===== src/sv/chacha_pkg.sv =====
// ============================================================================
// chacha_pkg
// Shared types, constants and round functions of the ChaCha20 stream XOR.
// ============================================================================
package chacha_pkg;

    localparam int WORDS   = 16;
    localparam int ROUNDS  = 20;
    localparam int ROUND_W = $clog2(ROUNDS);
    localparam int ADDR_W  = 6;

    typedef logic [31:0] word_t;

    // "expand 32-byte k" as big-endian words
    localparam word_t SIGMA [4] = '{32'h6578_7061, 32'h6e64_2033,
                                    32'h322d_6279, 32'h7465_206b};

    // register index, taken from paddr[5:3]
    localparam logic [2:0] REG_KEY0  = 3'd0;
    localparam logic [2:0] REG_KEY1  = 3'd1;
    localparam logic [2:0] REG_KEY2  = 3'd2;
    localparam logic [2:0] REG_KEY3  = 3'd3;
    localparam logic [2:0] REG_NONCE = 3'd4;

    typedef struct packed {
        logic [63:0] key0;
        logic [63:0] key1;
        logic [63:0] key2;
        logic [63:0] key3;
        logic [63:0] nonce;
    } key_cfg_t;

    typedef enum logic [2:0] {
        ST_IDLE,
        ST_LOAD,
        ST_ROUND,
        ST_FINAL,
        ST_EMIT
    } state_t;

    typedef struct packed {
        logic capture;   // take the input request
        logic load;      // load working state from the block input
        logic round;     // run one round on the working state
        logic diag;      // diagonal round when set, column round otherwise
        logic finish;    // add block input, bump counter
        logic emit;      // write the result into the output register
    } dp_cmd_t;

    typedef struct packed {
        logic need_block;
        logic out_free;
    } dp_status_t;

    typedef struct packed {
        word_t a;
        word_t b;
        word_t c;
        word_t d;
    } quad_t;

    function automatic word_t rotl(word_t v, int s);
        return (v << s) | (v >> (32 - s));
    endfunction

    function automatic quad_t quarter(quad_t q_in);
        quad_t q;
        q   = q_in;
        q.a = q.a + q.b;
        q.d = rotl(q.d ^ q.a, 16);
        q.c = q.c + q.d;
        q.b = rotl(q.b ^ q.c, 12);
        q.a = q.a + q.b;
        q.d = rotl(q.d ^ q.a, 8);
        q.c = q.c + q.d;
        q.b = rotl(q.b ^ q.c, 7);
        return q;
    endfunction

endpackage


===== src/sv/chacha_ctrl.sv =====
// ============================================================================
// chacha_ctrl
// Sequencer: takes a request, runs the block rounds when a new keystream
// block is due, then hands the result to the output register.
// ============================================================================
module chacha_ctrl (
    input  logic                   clk,
    input  logic                   rst_n,
    input  logic                   in_valid,
    output logic                   in_ready,
    input  chacha_pkg::dp_status_t status,
    output chacha_pkg::dp_cmd_t    cmd
);
    import chacha_pkg::*;

    state_t               state_reg, state_next;
    logic [ROUND_W-1:0]   round_reg, round_next;
    logic                 last_round;

    assign last_round = (round_reg == ROUND_W'(ROUNDS - 1));

    always_ff @(posedge clk or negedge rst_n)
    begin
        if (!rst_n)
        begin
            state_reg <= ST_IDLE;
            round_reg <= '0;
        end
        else
        begin
            state_reg <= state_next;
            round_reg <= round_next;
        end
    end

    // next state
    always_comb
    begin
        state_next = state_reg;
        round_next = round_reg;
        unique case (state_reg)
            ST_IDLE:
            begin
                if (in_valid)
                begin
                    state_next = status.need_block ? ST_LOAD : ST_EMIT;
                end
            end
            ST_LOAD:
            begin
                round_next = '0;
                state_next = ST_ROUND;
            end
            ST_ROUND:
            begin
                round_next = round_reg + 1'b1;
                if (last_round)
                begin
                    state_next = ST_FINAL;
                end
            end
            ST_FINAL:
            begin
                state_next = ST_EMIT;
            end
            ST_EMIT:
            begin
                if (status.out_free)
                begin
                    state_next = ST_IDLE;
                end
            end
            default:
            begin
                state_next = ST_IDLE;
            end
        endcase
    end

    // outputs
    always_comb
    begin
        cmd      = '0;
        in_ready = 1'b0;
        unique case (state_reg)
            ST_IDLE:
            begin
                in_ready    = 1'b1;
                cmd.capture = in_valid;
            end
            ST_LOAD:
            begin
                cmd.load = 1'b1;
            end
            ST_ROUND:
            begin
                cmd.round = 1'b1;
                cmd.diag  = round_reg[0];
            end
            ST_FINAL:
            begin
                cmd.finish = 1'b1;
            end
            ST_EMIT:
            begin
                cmd.emit = status.out_free;
            end
            default:
            begin
                cmd = '0;
            end
        endcase
    end

endmodule


===== config.mk =====
export PLATFORM = sky130hd
export DESIGN_NAME = chacha_ctrl
export DESIGN_NICKNAME = d
export VERILOG_FILES = /design/src/sv/chacha_pkg.sv /design/src/sv/chacha_ctrl.sv
export SDC_FILE = /design/constraint.sdc
export NUM_CORES = 1
export LEC_CHECK = 0
export BUFFER_PORTS_ARGS = -buffer_cell sky130_fd_sc_hd__buf_2
export CORE_AREA = 3 3 40 42
export CTS_CLUSTER_DIAMETER = 120
export CTS_CLUSTER_SIZE = 25
export DETAILED_ROUTE_END_ITERATION = 8
export DIE_AREA = 0 0 43 45
export SLEW_MARGIN = 5
export SYNTH_ARGS = -nofsm -noshare
export SYNTH_HDL_FRONTEND = slang
export SYNTH_SLANG_ARGS = --single-unit

===== constraint.sdc =====
create_clock -name clk -period 2 [get_ports clk]
set_input_delay 0.3 -clock clk [delete_from_list [all_inputs] [get_ports clk]]
set_output_delay 0.3 -clock clk [all_outputs]
set_load 0.1 [all_outputs]

==> results by stage <==
Yosys:
- Of the total synthesized cell area, the portion taken by full adders, half adders and majority gates is 0.0275.
- Of the synthesized area, sequential elements account for 0.440.
- The top-area cell type share of the netlist area is 0.440.
- After synthesis the cells add up to 455 µm².
- The post-synthesis mux area share is 0.126.
- The number of synthesized flops with an enable pin is 0.
- The xor and xnor fraction of the mapped netlist area is 0.
- Of the total synthesized cell area, the portion taken by AND, OR, NAND and NOR gates is 0.283.
- The synthesized design contains 8 register bits.
- The number of nets handed over by synthesis was 51.
- The most used flip-flop cell after synthesis is sky130_fd_sc_hd__dfrtp_1.
- The compound-cell area share of the yosys netlist is 0.0522.
- Yosys instantiated no cell more often than sky130_fd_sc_hd__dfrtp_1.
- The distinct cell type count after synthesis is 26.
- A synthesized cell averages 10.1 µm².
- Sorting the synthesized cells by area gives the leading types as sky130_fd_sc_hd__dfrtp_1 (44%), sky130_fd_sc_hd__nand2_1 (5.8%), sky130_fd_sc_hd__mux2i_4 (4.9%), sky130_fd_sc_hd__mux2i_1 (4.4%), sky130_fd_sc_hd__nand4_1 (4.1%).
- Of all flip-flops after synthesis, the portion carrying an async set or reset was 1.00.
- Of all cell types, the one taking the most synthesized area is sky130_fd_sc_hd__dfrtp_1.
- After synthesis, the most frequently instantiated cells are sky130_fd_sc_hd__dfrtp_1 (8), sky130_fd_sc_hd__nand2_1 (7), sky130_fd_sc_hd__nand4_1 (3).
- The number of instances in the synthesized netlist is 45.
- The Yosys warning count is 0.
- After synthesis, the largest family of logic cells by area is simple AND/OR/NAND/NOR gates.

Finish:
- The number of nets in the layout is 65.
- Across the whole layout, storage elements account for 201 µm².
- The count of antenna diodes in the layout is 0.
- Relative to the synthesized area, the layout overhead comes to 33.2%.
- The layout filler cell count is 127.
- In the final layout, the share of cells above drive strength 1 is 0.421.
- In the final layout, the multi-input gates occupy 241 µm².
- For this run, the number of standard cells in the final layout without fillers is 72.
- The register with the most flip-flops in the layout has 5 of them.

Global routing:
- The number of global-route vias before repair is 354.
- Global routing finished with a remaining overflow of 0.
- Entering global routing, the biggest net connects 10 pins.
- Across every metal layer, demand over resource in global routing totals 0.109.
- The global-route wire length before repair is 1460 µm.
- The initial antenna violation count is 0.

Place:
- Counting tap cells, the placed design contains a total of 68 instances.
- The pre-CTS setup slack is 0.250 ns.
- The detailed-placement wirelength estimate is 694 µm.
- The count of buffers added on input and output ports is 11.
- The routability congestion estimate from global placement is 0.701.

Clock network:
- The number of levels the H-tree was split into is 1.
- The number of sinks driven by the clock tree is 8.
- The clock root buffer is sky130_fd_sc_hd__clkbuf_4.
- After clock tree synthesis, the setup repair step added 0 buffers.
- For the worst-skew pair, the clock arrives at the later sink with an insertion delay of 0.26 ns.
- TritonCTS built the clock tree.
- Clock-pin slew was measured on the worst setup and hold paths at 0.06 ns.
- Counting the buffers created by CTS gives 3.
- The clock passes through at most 2 buffers.

Drt:
- The pre-antenna-repair detailed-routing pass consisted of 4 iterations.
- The wire length per cell is 13.1 µm.
- In this run the remaining antenna-violating nets after routing total 0.
- The via count is 373.
- After detailed routing, no signal wire sits above met4.
- The wire length on met3 is 43 µm.
- After detailed routing, the number of remaining DRC violations is 0.
- After detailed routing, the number of vias per cell comes to 5.18.
- The first routing iteration left 13 violations.
- The final layout contains routed wiring with a total length of 940 µm.
- Summed over all nets, wire length on met2 after detailed routing comes to 490 µm.
- The post-route met1 wirelength is 386 µm.

Floorplan:
- From bottom edge to top edge, the die measures 45 µm.
- The core region is 1280 µm².
- The number of top-level design ports is 12.
- The number of rows in the core area is 13.
- For this configuration, the core starts out at a cell density of 0.354.
- The chip width is 43 µm.
- The overall die area is 1940 µm².

Hold path:
- The type of the most critical hold path is input pin to register.
- For hold timing, the worst endpoint is state_reg[2]$_DFFE_PN0P_.
- Counting instances, the worst hold path has a depth of 2.
- The launch instance of the worst min-delay path is status[0].

Timing:
- The headroom to the max-slew limit is 0.676.
- The upper clock frequency limit is 512 MHz.
- The clock period could shrink to 1.95 ns.
- The number of slew-limit violations in the final report is 0.
- The final count of hold timing violations is 0.
- Of the available clock period, the critical path in the final layout requires 0.976.
- The actual transition at the worst max-transition pin is 0.489 ns.
- Between clock sinks in the finished design, the worst skew comes to 0.00177 ns.
- Setup violations remaining at the end of the flow were counted as 0.
- In the post-route analysis, the smallest setup slack over all paths is 0.0476 ns.
- Setup repair after global routing left no endpoint under its margin.

Critical path:
- In this run the worst path has a maximum fanout of 8.
- The endpoint identified for the worst register-to-register timing path is round_reg[2]$_DFFE_PN0P_.
- The category of the most critical setup path is register to output port.
- STA classifies the critical path startpoint as a register.
- Data arrives at the worst endpoint at 1.65 ns.
- The kind of capture point of the worst setup path is an output port.
- Measured in cells, the most critical reg-to-reg path has a length of 4.
- For the worst setup path, the data required time is 1.70 ns.
- The register-to-register path setup slack is 0.46 ns.
- The worst register-to-register path begins at state_reg[0]$_DFFE_PN0P_.

Status:
- The flow ran to the end, and the final reports show no timing, DRC or antenna violations.

Flow run:
- The reported max-cap violation count is 0.
-- routing by layer --
| metal | vias to the layer above | GRT usage |
|---|---|---|
| met5 | - | 0 |
| li1 | 185 | - |
| met1 | 174 | 0.118 |
| met3 | 2 | 0.0239 |
| met2 | 12 | 0.183 |
| met4 | 0 | 0.0904 |
-- cells by family (layout without fill, tap and decap cells) --
group / count (synthesis) / after routing
simple gates: 23 / 23
mux: 4 / 4
buf+inv: 5 / 17
compound gates: 4 / 4
fa+ha+maj: 1 / 1
flops: 8 / 8
-- critical path: stages (launching register included) --
cell and delay (ns):
sky130_fd_sc_hd__dfrtp_1 0.47, sky130_fd_sc_hd__or3b_4 0.48, sky130_fd_sc_hd__clkinv_2 0.12, sky130_fd_sc_hd__and2_4 0.16
sky130_fd_sc_hd__buf_12 0.16
-- worst max path at each step --
stage                                   startpoint  endpoint  slack [ns]
after floorplan           state_reg[2]$_DFFE_PN0P_    cmd[5]       -0.05
after global placement    state_reg[1]$_DFFE_PN0P_    cmd[2]        0.27
after detailed placement  state_reg[1]$_DFFE_PN0P_    cmd[2]        0.25
after CTS                 state_reg[2]$_DFFE_PN0P_    cmd[2]        0.06
after global routing      state_reg[2]$_DFFE_PN0P_    cmd[2]       0.004
final                     state_reg[2]$_DFFE_PN0P_    cmd[2]        0.05
-- cell type report --
| class | instances | share of cell area |
|---|---|---|
| multi-input combinational | 32 | 0.398 |
| tap | 15 | 0.0309 |
| timing repair buffer | 12 | 0.181 |
| clock buffer | 3 | 0.0371 |
| sequential | 8 | 0.332 |
| inverter | 2 | 0.0206 |
-- layout by cell type, fill, tap and decap left out, types with 2 or more instances in the layout --
cell                       count
sky130_fd_sc_hd__nand3_1       2
sky130_fd_sc_hd__nor2_1        2
sky130_fd_sc_hd__clkbuf_4      3
sky130_fd_sc_hd__and2_4        2
sky130_fd_sc_hd__buf_2         8
sky130_fd_sc_hd__mux2i_1       2
sky130_fd_sc_hd__buf_12        3
sky130_fd_sc_hd__nand4_1       3
sky130_fd_sc_hd__nand2_1       7
sky130_fd_sc_hd__dfrtp_1       7
-- per-stage QoR --
| step | util | setup TNS (ns) | instance area [µm²] | hold slack [ns] |
|---|---|---|---|---|
| CTS | 0.472 | 0 | 607 | 0.250 |
| finish | 0.472 | 0 | 607 | 0.260 |
| global route | 0.472 | 0 | 607 | 0.268 |
| floorplan | - | -0.0496 | 475 | 0.00441 |
| detailed placement | 0.444 | 0 | 571 | 0.154 |
| global placement | 0.444 | 0 | 571 | 0.151 |
-- what timing repair did --
action                     CTS  global route
resized for setup            2             0
setup endpoints to repair    1             0
hold endpoints to repair     8             0
hold buffers                 1             0
Power is left out: the tool's default activity adds up to more than one toggle a clock period on the data nets, which glitch-free logic cannot reach.
